## src/mmc_pkg.sv

```systemverilog
// Package with shared constants and types of the matrix multiply chain.
package mmc_pkg;

	localparam int unsigned MAX_DIM_DEF = 8;
	localparam int unsigned ELEM_W = 16;
	localparam int unsigned DIM_W = 4;
	localparam int unsigned VAL_W = 35;
	localparam int unsigned PROD_W = 32;

	localparam logic [1:0] OP_LOAD_A = 2'd0;
	localparam logic [1:0] OP_LOAD_B = 2'd1;
	localparam logic [1:0] OP_LOAD_D = 2'd2;
	localparam logic [1:0] OP_COMPUTE = 2'd3;

	localparam logic [2:0] REG_ROWS_A = 3'd0;
	localparam logic [2:0] REG_INNER_DIM = 3'd1;
	localparam logic [2:0] REG_COLS_B = 3'd2;
	localparam logic [2:0] REG_CHAIN_ENABLE = 3'd3;
	localparam logic [2:0] REG_COLS_D = 3'd4;

	typedef struct packed {
		logic [DIM_W-1:0] rows_a;
		logic [DIM_W-1:0] inner_dim;
		logic [DIM_W-1:0] cols_b;
		logic chain_enable;
		logic [DIM_W-1:0] cols_d;
	} cfg_t;

endpackage

```

## src/mmc_mem.sv

```systemverilog
// Single-port-write, single-port-read synchronous element memory.
module mmc_mem #(
	parameter int unsigned DEPTH = 64,
	parameter int unsigned AW = 6
) (
	input logic clk,
	input logic we,
	input logic [AW-1:0] waddr,
	input logic [mmc_pkg::ELEM_W-1:0] wdata,
	input logic [AW-1:0] raddr,
	output logic [mmc_pkg::ELEM_W-1:0] rdata
);

	logic [mmc_pkg::ELEM_W-1:0] mem [DEPTH];

	always_ff @(posedge clk) begin
		if (we) begin
			mem[waddr] <= wdata;
		end
		rdata <= mem[raddr];
	end

endmodule

```

## config.mk

```make
export PLATFORM = sky130hd
export DESIGN_NAME = mmc_mem
export DESIGN_NICKNAME = d
export VERILOG_FILES = /design/src/mmc_pkg.sv /design/src/mmc_mem.sv
export SDC_FILE = /design/constraint.sdc
export NUM_CORES = 1
export LEC_CHECK = 0
export BUFFER_PORTS_ARGS = -buffer_cell sky130_fd_sc_hd__buf_2
export CAP_MARGIN = 5
export CORE_ASPECT_RATIO = 1.1
export CORE_MARGIN = 2
export CORE_UTILIZATION = 28
export CTS_CLUSTER_DIAMETER = 80
export DETAILED_ROUTE_END_ITERATION = 10
export HOLD_SLACK_MARGIN = 0.03
export SYNTH_ARGS = -nofsm -noshare
export SYNTH_HDL_FRONTEND = slang
export SYNTH_SLANG_ARGS = --single-unit
```

## constraint.sdc

```tcl
create_clock -name clk -period 3 [get_ports clk]
set_input_delay 0.6 -clock clk [delete_from_list [all_inputs] [get_ports clk]]
set_output_delay 0.6 -clock clk [all_outputs]
set_load 0.005 [all_outputs]
```

* After elaboration in Yosys (flattened, before gate mapping) *
Memories as Yosys holds them, arrays and structs flattened. A register that Yosys moved wholly into a read port is not among the register bits.
Cells that the tools add are included.

storage, ports and cells
  output and inout port bits = 16
  bits in writable memories = 1,024
  word-level logic and storage cells = 3
  input port bits = 30
  memories = 1
  register bits after elaboration = 0

memories
  name  words  width  rd ports  clocked after memory_dff  wr ports  RTL line       RTL
  mem   64     16     1         1                         1         mmc_mem.sv:14  logic [mmc_pkg::ELEM_W-1:0] mem [DEPTH];

operators by class
  mux-type cells = 2

operator list
  cell    count
  $mux 1  2

* Logic depth before layout (Yosys ltp) *
  depth in word-level cells = 2
  depth in mapped cells = 10
  depth with buffers taken out = 5

* Worst setup path before layout *
No wires, ideal clock.

  path kind = input port to flip-flop
  from = in waddr[3]
  to = mem mem[48][0] (netlist name), enable pin
  setup time = 0.409 ns
  cell stages on the path = 4
  buffers on the path = 1
  path slack = 0.365 ns
  required time = 2.591 ns
  arrival = 2.226 ns
  cell sequence = clkbuf_1 -> nor2b_1 -> nand4b_1 -> nor3_1

RTL lines
  element             RTL line       RTL
  start: declaration  mmc_mem.sv:8   input logic [AW-1:0] waddr,
  end: declaration    mmc_mem.sv:14

Straight into the memory's write port.

==> out/results.ini <==
[outcome]
outcome = complete, no violations

[grt]
grt_util_all_layers_pct = 13.1
first_global_vias = 20000
grt_pass1_wl_mm = 139
grt_overflow = 0
grt_max_degree = 65
antenna_found_initial = 10

[cts]
htree_levels = 3
path_clk_slew_ns = 0.06
postCtsSetupBuffers = 0
cts_tree = yes
cts.hold.buffers_added = 0
cts_resized = 0
root_buffer = clkbuf_16
cts.sink_count = 1040
numCtsBuffers = 101
clockBufferDepth = 3
worstSkewPairLatency_ns = 0.68

[sta]
setup_violations = 0
final-max-slew-violation-count = 0
setup_tns_ns = 0
holdWs_ns = 0.168
finalCritPeriodShare_pct = 78.9
worst_pin_slew_ns = 0.853
relSlewSlack_pct = 43.1
fmax_mhz = 422
rsz0062_at_grt = no
hold_viol = 0
finalClockSkew_ns = 0.0493
min_period_ns = 2.37

[synthesis]
yosysMostFrequentCell = edfxtp_1
netlist_area_mm2 = 0.0400
syn_avg_cell_area_um2 = 21.9
synth-seq-cells = 1040
synth_commonest_cells = 1024 x edfxtp_1, 220 x mux4_2, 85 x mux2i_1
synth_top_area_share_pct = 76.8
yosys-top-cells-area = edfxtp_1 77%, mux4_2 12%, mux2i_1 2.1%
synth_top_area_cell = edfxtp_1
synth-seq-area-share_pct = 77.6
yosysWarnings = 0
synthFlopType = edfxtp_1
synthArstFlopShare_pct = 0
post_synth_num_cell_types = 43
synth_edf_count = 1024
synthCells = 1829
syn_nets = 1859

[layout]
nFillCells = 13200
seq_area_mm2 = 0.0311
multiInputGateArea_mm2 = 0.00825
num-nets-final = 2090
fin_area_mm2 = 0.0470
area_growth_syn_to_layout_pct = 17.3
drive_above_1_share_pct = 29.3

[worst_setup_path]
path_max_fanout = 20
cp_cell_sequence = buf_8 > buf_12 > buf_12 > mux4_2 > mux2_2 > nand2_1 > nand4_1 > and4_1
cp_num_buf_inv = 3
path_common_cell = buf_12
worstSetupPathType = in2reg
cp-end-kind = register
start_kind = input port
slowest_stage = mux4_2
crit_family = simple AND/OR/NAND/NOR gates
critical_path.max_stage_delay_ns = 0.50
arrival_ns = 2.90
cp_data_required_time_ns = 3.53

[route]
drtPass1Iterations = 5
drt_iter0_markers = 1809
num_vias = 19200
vias_per_cell = 4.74
ant_nets = 0
wl_per_cell_um = 23.9
finalWirelength_mm = 96.9
drc_errors = 0

[placed_design]
io_buffer_count = 45
routabilityCongestion = 0.857
place_hpwl_mm = 61.7
place_area_mm2 = 0.0437

[power_and_ir_drop]
vdd_drop_max_mv = 0.416
power_w = 0.0301
p_leak_nw = 14.8
powerDensity_mw_per_mm2 = 641

[floorplan]
num_rows = 145
die-area_mm2 = 0.146
die_y_um = 401
core_mm2 = 0.142
initial_core_util_pct = 28.2
fp.dieW_um = 365
io_pins = 46

[flow_run]
drv_cap = 0

[worst_hold_path]
hp-class = in2reg

cells in the final DEF, fill, tap and decap left out, types with 28 or more instances in the layout:
cell,n
edfxtp_1,1024
buf_12,28
nand2_1,59
nor2_1,72
buf_4,159
buf_2,42
mux2i_1,85
mux4_2,220
a22oi_1,39
clkbuf_16,102
nor2b_1,30
kinds of logic (layout without fill, tap and decap cells):
logic type | after synthesis | after routing | synth area share [%]
multiplexers | 336 | 336 | 15.5
flip-flops | 1040 | 1040 | 77.6
AND/OR/NAND/NOR | 220 | 220 | 2.65
AO/OA/AOI/OAI | 129 | 129 | 2.41
buffers and inverters | 104 | 414 | 1.83
other | 0 | 4 | 0
stage by stage:
step | utilization [%] | instances | worst slack, ns
after floorplan | - | 1829 | 0.365
after global placement | 30.8 | 3868 | -0.0405
after detailed placement | 30.8 | 3868 | -0.0202
after CTS | 33.1 | 4050 | 0.690
after global routing | 33.1 | 4050 | 0.595
final | 33.1 | 4054 | 0.632
final cells by class:
cell class	instances	share of cell area [%]
timing repair buffer	232	4.27
sequential	1040	66.2
clock buffer	131	5.73
antenna	4	0.0213
tap	1911	5.09
clock inverter	51	1.16
multi-input combinational	685	17.6
power by group:
group	total, W	switching, W	internal [W]
clock	0.0124	0.00528	0.00711
combinational	0.00159	0.000957	0.000628
sequential	0.0161	0.0000642	0.0161
total	0.0301	0.00630	0.0238
registers in the layout, indices dropped and copies added, names as in the netlist:
signal  flops
mem      1024
rdata      16
routing by layer:
layer	share of wire (%)	track usage (%)
met5	0.071	0
met4	2.8	4.25
met3	7.1	3.34
met2	49	21.4
met1	41	17.1
worst reg2reg max path, cell delays in order, from the launching register on:
cell and delay (ns):
edfxtp_1 0.36, mux4_2 0.48, mux2_2 0.29, nand2_1 0.08, nand4_1 0.45, and4_1 0.38
path summary, 6_finish.rpt:
check	from	end	slack, ns	depth (start not counted)
worst max-delay path	raddr[0]	rdata[14]$_DFF_P_	0.63	8
worst min-delay path	wdata[9]	mem[50][9]$_DFFE_PP_	0.17	1
worst max register to register	mem[12][10]$_DFFE_PP_	rdata[10]$_DFF_P_	0.87	5
worst min register to register	mem[44][11]$_DFFE_PP_	rdata[11]$_DFF_P_	0.86	4
Power figures use the tool's default switching activity.
