[config.mk]
export PLATFORM = sky130hd
export DESIGN_NAME = mmc_mac
export DESIGN_NICKNAME = d
export VERILOG_FILES = /design/src/mmc_pkg.sv /design/src/mmc_mac.sv
export SDC_FILE = /design/constraint.sdc
export NUM_CORES = 1
export LEC_CHECK = 0
export BUFFER_PORTS_ARGS = -buffer_cell sky130_fd_sc_hd__buf_2
export CAP_MARGIN = 20
export CORE_AREA = 3 3 202 204
export CTS_BUF_LIST = sky130_fd_sc_hd__clkbuf_4
export CTS_CLUSTER_SIZE = 40
export DETAILED_ROUTE_END_ITERATION = 8
export DIE_AREA = 0 0 205 207
export GPL_TIMING_DRIVEN = 0
export RECOVER_POWER = 100
export SKIP_LAST_GASP = 1
export SLEW_MARGIN = 40
export SYNTH_ARGS = -nofsm -noshare
export SYNTH_HDL_FRONTEND = slang
export SYNTH_SLANG_ARGS = --single-unit
[constraint.sdc]
create_clock -name clk -period 5 [get_ports clk]
set_clock_uncertainty 0.05 [all_clocks]
set_input_delay 1 -clock clk [delete_from_list [all_inputs] [get_ports clk]]
set_output_delay 1 -clock clk [all_outputs]
set_load 0.01 [all_outputs]
[src/mmc_pkg.sv]
// Package with shared constants and types of the matrix multiply chain.
package mmc_pkg;

	localparam int unsigned MAX_DIM_DEF = 8;
	localparam int unsigned ELEM_W = 16;
	localparam int unsigned DIM_W = 4;
	localparam int unsigned VAL_W = 35;
	localparam int unsigned PROD_W = 32;

	localparam logic [1:0] OP_LOAD_A = 2'd0;
	localparam logic [1:0] OP_LOAD_B = 2'd1;
	localparam logic [1:0] OP_LOAD_D = 2'd2;
	localparam logic [1:0] OP_COMPUTE = 2'd3;

	localparam logic [2:0] REG_ROWS_A = 3'd0;
	localparam logic [2:0] REG_INNER_DIM = 3'd1;
	localparam logic [2:0] REG_COLS_B = 3'd2;
	localparam logic [2:0] REG_CHAIN_ENABLE = 3'd3;
	localparam logic [2:0] REG_COLS_D = 3'd4;

	typedef struct packed {
		logic [DIM_W-1:0] rows_a;
		logic [DIM_W-1:0] inner_dim;
		logic [DIM_W-1:0] cols_b;
		logic chain_enable;
		logic [DIM_W-1:0] cols_d;
	} cfg_t;

endpackage

[src/mmc_mac.sv]
// Pipelined multiply-accumulate unit with narrowing of the intermediate sum.
module mmc_mac (
	input logic clk,
	input logic arst_n,
	input logic vld_s2,
	input logic first_s2,
	input logic [mmc_pkg::ELEM_W-1:0] opa_s2,
	input logic [mmc_pkg::ELEM_W-1:0] opb_s2,
	output logic [mmc_pkg::VAL_W-1:0] acc_q,
	output logic [mmc_pkg::ELEM_W-1:0] narrow
);

	logic signed [mmc_pkg::PROD_W-1:0] prod_s3;
	logic vld_s3;
	logic first_s3;
	logic signed [mmc_pkg::VAL_W-1:0] acc_base;
	logic signed [mmc_pkg::VAL_W-13:0] shifted;

	always_ff @(posedge clk or negedge arst_n) begin
		if (!arst_n) begin
			vld_s3 <= 1'b0;
		end else begin
			vld_s3 <= vld_s2;
		end
	end

	always_ff @(posedge clk) begin
		prod_s3 <= $signed(opa_s2) * $signed(opb_s2);
		first_s3 <= first_s2;
		if (vld_s3) begin
			acc_q <= acc_base + mmc_pkg::VAL_W'(prod_s3);
		end
	end

	assign acc_base = first_s3 ? '0 : $signed(acc_q);
	assign shifted = $signed(acc_q[mmc_pkg::VAL_W-1:12]);

	always_comb begin
		if (shifted > 23'sd32767) begin
			narrow = 16'h7fff;
		end else if (shifted < -23'sd32768) begin
			narrow = 16'h8000;
		end else begin
			narrow = shifted[mmc_pkg::ELEM_W-1:0];
		end
	end

endmodule

Yosys cells after proc, flatten, opt, wreduce, memory -nomap -nowiden
Cells that the tools add are included.
Storage, ports and cells
  logic and storage cells: 11
  register bits after elaboration: 69
Cells by class
  $mul: 1
  order comparisons: 2
  muxes and demuxes: 3
  add/subtract/negate cells: 1
Operators by type and width (count)
  35-bit by 32-bit adder with 35-bit output: 1
  35-bit 2-to-1 mux: 1
  16-bit by 16-bit multiplier with 32-bit output: 1
  16-bit 2-to-1 mux: 2
  23-bit by 16-bit greater-than comparator with 1-bit output, second input constant: 1
  23-bit by 16-bit < comparator with 1-bit output, second input constant: 1

Logic depth before layout (Yosys ltp)
Gate-level depths: netlist (run 1).
  depth in word-level cells: 3
  mapped depth: 24

Least setup slack after synthesis (run 1)
Ideal clock, no wire load.
  path type: input-to-reg
  start: input port opb_s2[7] (netlist name)
  end: register prod_s3[31] (netlist name)
  data required time: 4830 ps
  path slack: -1704 ps
  stages on the path: 22
  setup time: 120 ps
  arrival time: 6534 ps
  path through: clkbuf_1 nand2_1 fa_1 inv_1 fa_1 inv_1 fa_1 inv_1 fa_1 fa_1 inv_1 fa_1 inv_1 ha_1 a22o_1 a2111oi_0 a21oi_1 o21ai_1 a21oi_1 a2111oi_4 a21oi_1 xnor2_1
On the way
  word-level cells in the longest chain between the ends: 1
RTL lines
  start, declared: line mmc_mac.sv:8  | input logic [mmc_pkg::ELEM_W-1:0] opb_s2,
  16-bit by 16-bit multiplier with 32-bit output: line mmc_mac.sv:28  | prod_s3 <= $signed(opa_s2) * $signed(opb_s2);
  end signal, assigned: line mmc_mac.sv:28
  end, declared: line mmc_mac.sv:13  | logic signed [mmc_pkg::PROD_W-1:0] prod_s3;
Every way passes these cells.
A chain may end at the register's enable or synchronous reset.

Worst setup path in the final report (run 1)
  start: input port opa_s2[10] (netlist name)
  end: register prod_s3[30] (netlist name)
On the way
  word-level cells in the longest chain between the ends: 1
RTL lines
  start, declared: line mmc_mac.sv:7  | input logic [mmc_pkg::ELEM_W-1:0] opa_s2,
  16-bit by 16-bit multiplier with 32-bit output: line mmc_mac.sv:28
Every way passes these cells.

==> flow_metrics.tcl, run 1 <==
set metrics [dict create \
    status "finished with violations" \
    violations "capacitance limit, slew limit, setup timing" \
    synth_nets 1868 \
    arrival_ns 6.30 \
    synth_top_area_share_pct 38.55 \
    yosysUniqueCellTypes 66 \
    timing.final.crit_share_pct 120.3 \
    period_needed_ns 6.013 \
    clk_latency_ns 0.44 \
    hold_violations 0 \
    die_y_um 207 \
    areaGrowthSynthToFinish_pct 24.89 \
    cap_viol_max_count 1 \
    final_nets 2046 \
    gp_congestion 0.9283 \
    grt_start_max_net_pins 36 \
    ant_nets 0 \
    die-area_um2 42440 \
    async_flop_share_pct 1.449 \
    cts_tree "built" \
    drive_gt1_share_pct 20.29 \
    cts_root_buffer "clkbuf_4" \
    cts_sinks 69 \
    final_util_pct 43.23 \
    max-clock-path-buffers 2 \
    antenna_found_initial 1 \
    yosysTopAreaCell "fa_1" \
    ctsHoldBuffers 0 \
    hpwl_um 28940 \
    grtUsageTotal_pct 17.57 \
    syn_inst 1453 \
    synth_area_um2 13660 \
    setup_ws_ns -1.013 \
    fillCellCount 3889 \
    finalSetupViolCount 23 \
    cp-start-kind "primary input" \
    crit_type "primary input to flip-flop" \
    first_pass_iters 5 \
    grt_overflow 0 \
    finalWirelength_um 36400 \
    critPathLaunch "opa_s2[10]" \
    start_util_pct 34.61 \
    synth_ff_type "edfxtp_1" \
    finalNonFillerCells 2164 \
    avgSynthCellArea_um2 9.399 \
    drv_slew 36 \
    num_rows 73 \
    grt_first_pass_wirelength_um 58440 \
    ys_seq_elements 69 \
    yosysWarnings 0 \
    reg2reg_from "first_s3$_DFF_P_" \
    grt_pass1_vias 11385 \
    wl_per_cell_um 16.82 \
    rsz0062_at_grt "yes" \
    slew_headroom_pct -0.6295 \
    synth.most_common_cell "inv_1" \
    drc 0 \
    max_freq_ghz 0.1663 \
    cp_data_required_time_ns 5.29 \
    multi_input_area_um2 11210 \
    final.setup.tns_ns -16.19 \
    dpl.cell_count 2064 \
    cts_inserted_buffers 9 \
    design.core.area_um2 39460 \
    port_buffers 86 \
    pin_count 87 \
    ys_seq_area_share_pct 12.72 \
    vias 10423 \
    drt_iter0_markers 384 \
    clk_pin_slew_ns 0.11 \
    vias_per_cell 4.817 \
    hold_class "primary input to asynchronous set/reset pin" \
    setup.worst_path.end_class "flip-flop" \
    die_w_um 205 \
    synthTopCellsByArea "fa_1 39%, ha_1 11%, inv_1 8.8%, edfxtp_1 7.7%, and2_1 5.9%" \
    h-tree-depth 3 \
    synth_commonest_cells "321 x inv_1, 263 x fa_1, 138 x nand2_1" \
    synth_edf_count 35 \
    crit_path_max_fanout 8 \
    register_area_um2 1737 \
    tightest_slew_ns 1.509 \
]
[per-layer routing]
metal / up-vias / wire [µm] / global-route usage, %
met3: 72 / 1308 / 2.059
met5: - / 0 / 0
met4: 0 / 1310 / 5.774
li1: 4831 / - / -
met1: 5321 / 14730 / 21.49
met2: 199 / 19060 / 31.94
[state kept, by name, indices dropped and copies added, names as in the netlist]
name / cells
acc_q: 35
vld_s3: 1
first_s3: 1
prod_s3: 32
[area by class of cell]
cell class | count | share of cell area (%)
Multi-Input combinational cell | 1022 | 65.73
Timing Repair Buffer | 167 | 8.003
Clock inverter | 7 | 0.5722
Inverter | 321 | 7.079
Sequential cell | 69 | 10.18
Buffer | 41 | 4.145
Tap cell | 525 | 3.851
Antenna cell | 3 | 0.04401
Clock buffer | 9 | 0.3961
[kinds of logic after synthesis]
kind of cell / count (synthesis) / share of synthesized area [%]
buf+inv: 362 / 9.950
fa+ha+maj: 379 / 49.18
mux: 1 / 0.07330
compound gates: 178 / 8.997
xor+xnor: 61 / 3.912
flops: 69 / 12.72
simple gates: 403 / 15.17
[cell usage in the layout (no fill, tap or decap), types with 33 or more instances in the layout]
cell type / n
inv_1: 282
fa_1: 240
nand2_1: 129
and2_1: 102
ha_1: 96
buf_4: 63
clkbuf_1: 62
nor2_1: 41
xnor2_1: 41
a21oi_1: 41
inv_2: 38
nor2b_1: 37
edfxtp_1: 35
dfxtp_1: 33
[critical path, stage by stage]
cell	delay [ns]
buf_8	0.13
clkbuf_16	0.16
nand2_1	0.07
fa_1	0.56
inv_2	0.05
fa_1	0.46
fa_1	0.61
fa_1	0.47
fa_1	0.55
inv_1	0.05
fa_1	0.49
inv_2	0.05
ha_4	0.23
a21oi_2	0.11
nor2b_1	0.05
o21ai_1	0.14
nand2b_1	0.12
a311o_1	0.31
a32o_2	0.25
a31oi_4	0.18
a21oi_2	0.08
xor2_1	0.20
[through the flow]
stage	hold slack, ns	area, µm²	worst slack (ns)
floorplan	0.4583	14150	-1.138
global placement	0.5253	15230	-1.997
detailed placement	0.5208	15240	-2.064
CTS	0.2422	16720	-1.018
global route	0.2400	17060	-1.161
finish	0.2696	17060	-1.013
[worst paths after layout]
kind                                             to  slack, ns  cells past startpoint
worst max-delay path            prod_s3[30]$_DFF_P_      -1.01                     22
worst min-delay path               vld_s3$_DFF_PN0_       0.27                      1
max in group asynchronous          vld_s3$_DFF_PN0_       4.55                      1
min in group clk                 acc_q[0]$_DFFE_PP_       0.57                      1
worst max register to register  acc_q[16]$_DFFE_PP_       0.70                     14
worst min register to register   acc_q[0]$_DFFE_PP_       0.57                      1
[repair_timing]
item	4_1_cts	5_1_grt
endpoints found under the hold margin	0	0
gates cloned	3	4
pin swaps	90	67
resized for setup	201	85
setup endpoints to repair	22	23
buffers inserted	56	19
Power of run 1 is left out: the tool's default activity adds up to more than one toggle a clock period on the data nets, which glitch-free logic cannot reach.
==> run 2, diff against run 1 <==
CELL_PAD_IN_SITES_DETAIL_PLACEMENT = 1   (was default)
CELL_PAD_IN_SITES_GLOBAL_PLACEMENT = 2   (was default)
PLACE_DENSITY_LB_ADDON = 0.1   (was default)
==> run 2 against run 1 <==
- the run ends with setup timing left
- core utilization grew 0.53 points
- register-to-register slack gained 0.04 ns
- non-clock buffer count grew 27
- highest routed layer unchanged
- final cell count grew 1.2%
- final area grew 1.2%
- worst hold slack gained 0.00063 ns
==> flow_metrics.tcl, run 2 (synthesized netlist as in run 1, its figures left out) <==
set metrics [dict create \
    h-tree-depth 3 \
    crit_buf_inv 6 \
    regMostFlops "acc_q" \
    grt_start_max_net_pins 23 \
    cts_root_buffer "clkbuf_4" \
    grt_overflow 0 \
    reg2reg_from "first_s3$_DFF_P_" \
    pin_count 87 \
    cp.depth 23 \
    port_buffers 86 \
    hold_class "primary input to asynchronous set/reset pin" \
    mostFrequentLayoutCell "inv_1" \
    drt_iter0_markers 396 \
    tightest_slew_ns 1.299 \
    die-area_um2 42440 \
    start_util_pct 34.61 \
    setup_ws_ns -1.080 \
    final_nets 2073 \
    mostFrequentLayoutCells "298 x inv_1, 245 x fa_1, 128 x nand2_1, 106 x and2_1, 92 x ha_1" \
    crit_type "primary input to flip-flop" \
    antenna_found_initial 1 \
    num_rows 73 \
    status "finished with violations" \
    first_pass_iters 4 \
    period_needed_ns 6.080 \
    crit_slowest_cell "fa_2" \
    final_util_pct 43.75 \
    die_y_um 207 \
    slew_headroom_pct 13.39 \
    max-clock-path-buffers 2 \
    hpwl_um 33100 \
    path_cells "buf_8 -> clkbuf_16 -> nand2_4 -> inv_2 -> fa_2 -> buf_4 -> fa_1 -> fa_2 -> fa_2 -> fa_1 -> inv_1 -> fa_1 -> inv_1 -> ha_2 -> a21oi_4 -> o21ai_2 -> a21oi_2 -> nor2b_1 -> a311o_1 -> a32o_2 -> a31oi_4 -> a21oi_2 -> xor2_1" \
    arrival_ns 6.34 \
    dpl.cell_count 2065 \
    crit_path_max_fanout 7 \
    cap_viol_max_count 0 \
    register_area_um2 1737 \
    dp_worst_setup_slack_ns -2.009 \
    clk_pin_slew_ns 0.11 \
    r2r_slack_ns 0.74 \
    cts_tree "built" \
    max_freq_ghz 0.1645 \
    gp_congestion 0.8479 \
    violations "setup timing" \
    ant_nets 0 \
    finalWirelength_um 40700 \
    cp-start-kind "primary input" \
    final.setup.tns_ns -17.35 \
    design.core.area_um2 39460 \
    drv_slew 0 \
    cp_data_required_time_ns 5.26 \
    setup.worst_path.end_class "flip-flop" \
    cts_sinks 69 \
    vias_per_cell 4.630 \
    grt_pass1_vias 11161 \
    multi_input_area_um2 11190 \
    timing.final.crit_share_pct 121.6 \
    drive_gt1_share_pct 20.20 \
    reg2reg_depth 14 \
    r2r_end "acc_q[16]$_DFFE_PP_" \
    wl_per_cell_um 18.59 \
    cts_inserted_buffers 9 \
    vias 10136 \
    finalNonFillerCells 2189 \
    critPathMaxStageDelay_ns 0.66 \
    hold_violations 0 \
    reg_top3 "acc_q: 35 flops, prod_s3: 32 flops" \
    ctsHoldBuffers 0 \
    endpoint "prod_s3[30]$_DFF_P_" \
    rsz0062_at_grt "yes" \
    critPathLaunch "opa_s2[15]" \
    finalSetupViolCount 23 \
    largest_reg_flops 35 \
    fillCellCount 4511 \
    clk_latency_ns 0.43 \
    areaGrowthSynthToFinish_pct 26.41 \
    drc 0 \
    grtUsageTotal_pct 19.44 \
    grt_first_pass_wirelength_um 64360 \
    crit_family "adder cells" \
    die_w_um 205 \
]
run 2: layout make-up:
type | instances | area share, %
diodes | 1 | 0.01449
plain buffers | 41 | 4.196
clock buffers | 10 | 0.4348
clock inverters | 6 | 0.4493
inverters | 321 | 6.994
multi-input cells | 1022 | 64.81
flip-flops and latches | 69 | 10.06
well taps | 525 | 3.805
repair buffers | 194 | 9.240
run 2: stage by stage:
step / instance area, µm² / hold slack, ns
after floorplan: 14150 / 0.4583
after global placement: 15230 / 0.5385
after detailed placement: 15260 / 0.5551
after CTS: 17060 / 0.2085
after global routing: 17260 / 0.2074
final: 17260 / 0.2702
run 2: timing repair:
action	4_1_cts	5_1_grt
resized for setup	222	43
cloned	5	0
pin swaps	74	36
endpoints found under the setup margin	23	23
setup buffers	74	29
run 2: metal layers:
| layer | GRT usage (%) | share of wire, % | up-vias | wire (µm) |
|---|---|---|---|---|
| met3 | 1.509 | 3.6 | 30 | 1454 |
| met5 | 0 | 0 | - | 0 |
| met1 | 29.08 | 49 | 5053 | 20090 |
| li1 | - | - | 4881 | - |
| met4 | 3.653 | 1.5 | 0 | 607 |
| met2 | 31.17 | 46 | 172 | 18560 |
run 2: how the worst min path moves through the flow:
stage	depth (start not counted)	end	slack [ns]
2_1_floorplan	1	acc_q[0]$_DFFE_PP_	0.46
3_3_place_gp	1	acc_q[0]$_DFFE_PP_	0.54
3_5_place_dp	1	acc_q[0]$_DFFE_PP_	0.56
4_1_cts	1	vld_s3$_DFF_PN0_	0.21
5_1_grt	1	vld_s3$_DFF_PN0_	0.21
6_report	1	vld_s3$_DFF_PN0_	0.27
Power of run 2 is left out for the same reason.
==> run 3, diff against run 2 <==
GPL_TIMING_DRIVEN = default   (was 0)
==> run 3 against run 2 <==
- the flow finishes with violations (capacitance limit, slew limit, setup timing)
- worst setup slack improved by 0.18 ns
- worst hold slack worse by 0.012 ns
- register-to-register slack better by 0.67 ns
- core utilization barely moved
- die area did not move
- critical path type unchanged
==> flow_metrics.tcl, run 3 (synthesized netlist as in run 1, its figures left out) <==
set metrics [dict create \
    die_w_um 205 \
    largest_reg_flops 35 \
    violations "capacitance limit, slew limit, setup timing" \
    die_y_um 207 \
    dp_worst_setup_slack_ns -1.597 \
    reg2reg_from "first_s3$_DFF_P_" \
    crit_type "primary input to flip-flop" \
    fin_hold_ws_ns 0.2580 \
    vias_per_cell 4.570 \
    drive_gt1_share_pct 26.05 \
    max_freq_ghz 0.1696 \
    die-area_um2 42440 \
    final.setup.tns_ns -13.95 \
    slew_headroom_pct -36.15 \
    h-tree-depth 3 \
    finalWirelength_um 35900 \
    hold_class "primary input to asynchronous set/reset pin" \
    port_buffers 86 \
    cts_sinks 69 \
    status "finished with violations" \
    mostFrequentLayoutCells "296 x inv_1, 246 x fa_1, 165 x buf_4, 129 x nand2_1, 102 x and2_1" \
    final_util_pct 43.79 \
    reg2reg_depth 12 \
    crit_family "adder cells" \
    arrival_ns 6.18 \
    start_util_pct 34.61 \
    pin_count 87 \
    crit_path_max_fanout 8 \
    max-clock-path-buffers 2 \
    wl_per_cell_um 16.07 \
    ctsHoldBuffers 0 \
    num_rows 73 \
    tightest_slew_ns 2.042 \
    crit_slowest_cell "fa_1" \
    r2r_slack_ns 1.41 \
    setup.worst_path.end_class "flip-flop" \
    cp-start-kind "primary input" \
    rsz0062_at_grt "yes" \
    finalSetupViolCount 22 \
    reg_top3 "acc_q: 35 flops, prod_s3: 32 flops" \
    vias 10209 \
    cts_inserted_buffers 9 \
    drv_slew 36 \
    cap_viol_max_count 1 \
    grt_start_max_net_pins 36 \
    cp_data_required_time_ns 5.28 \
    path_cells "buf_6 -> buf_4 -> nand2_1 -> fa_1 -> inv_1 -> fa_1 -> fa_1 -> fa_1 -> fa_1 -> inv_1 -> fa_1 -> inv_2 -> ha_4 -> a21oi_2 -> o21ai_2 -> a21oi_2 -> nor2b_1 -> a311o_1 -> a32o_2 -> a31oi_4 -> nand2b_1 -> xor2_1" \
    cts_root_buffer "clkbuf_4" \
    crit_buf_inv 5 \
    first_pass_iters 4 \
    cts_tree "built" \
    critPathMaxStageDelay_ns 0.51 \
    drc 0 \
    timing.final.crit_share_pct 117.9 \
    final_nets 2118 \
    grt_first_pass_wirelength_um 59390 \
    mostFrequentLayoutCell "inv_1" \
    clk_latency_ns 0.45 \
    areaGrowthSynthToFinish_pct 26.51 \
    setup_ws_ns -0.8967 \
    regMostFlops "acc_q" \
    period_needed_ns 5.897 \
    fillCellCount 4554 \
    hpwl_um 31570 \
    grtUsageTotal_pct 17.22 \
    drt_iter0_markers 275 \
    grt_pass1_vias 11398 \
    cp_common_cell "fa_1" \
    hold_violations 0 \
    antenna_found_initial 1 \
    r2r_end "acc_q[34]$_DFFE_PP_" \
    clk_pin_slew_ns 0.11 \
    gp_congestion 0.8207 \
    ant_nets 0 \
    grt_overflow 0 \
    design.core.area_um2 39460 \
]
-- run 3: routing by layer --
metal / wire (µm) / vias to the layer above / track usage [%]
li1: - / 4964 / -
met1: 18490 / 5140 / 25.80
met2: 16520 / 95 / 28.12
met3: 638 / 10 / 1.037
met4: 255 / 0 / 2.522
met5: 0 / - / 0
-- run 3: cell type report --
cell class                      count  area [µm²]  share of cell area, %
Inverter                          321        1209                  6.995
Sequential cell                    69        1737                  10.05
Antenna cell                        1       2.502                0.01448
Tap cell                          525       656.9                  3.802
Timing Repair Buffer              280        2332                  13.50
Clock buffer                       13       97.59                 0.5648
Multi-Input combinational cell   1022       11230                  65.00
Clock inverter                      3       12.51                0.07242
-- run 3: through the flow --
stage / instance area (µm²) / std cells
3_5_place_dp: 16240 / 2194
3_3_place_gp: 16230 / 2194
4_1_cts: 17010 / 2224
6_report: 17280 / 2234
2_1_floorplan: 14150 / 1453
5_1_grt: 17280 / 2234
-- run 3: what timing repair did --
item	in CTS	in global routing
setup endpoints to repair	22	23
endpoints found under the hold margin	0	0
resized for setup	148	58
cloned	2	1
pin swaps	68	53
setup buffers	15	10
-- run 3: how the worst max path moves through the flow --
stage | start | end | slack (ns) | cells past startpoint
2_1_floorplan | opb_s2[3] | prod_s3[30]$_DFF_P_ | -1.14 | 20
3_3_place_gp | opb_s2[15] | prod_s3[30]$_DFF_P_ | -1.52 | 21
3_5_place_dp | opa_s2[4] | prod_s3[30]$_DFF_P_ | -1.60 | 21
4_1_cts | opb_s2[15] | prod_s3[28]$_DFF_P_ | -0.91 | 22
5_1_grt | opa_s2[13] | prod_s3[31]$_DFF_P_ | -1.08 | 22
6_report | opb_s2[8] | prod_s3[28]$_DFF_P_ | -0.90 | 22
Power of run 3 is left out for the same reason.
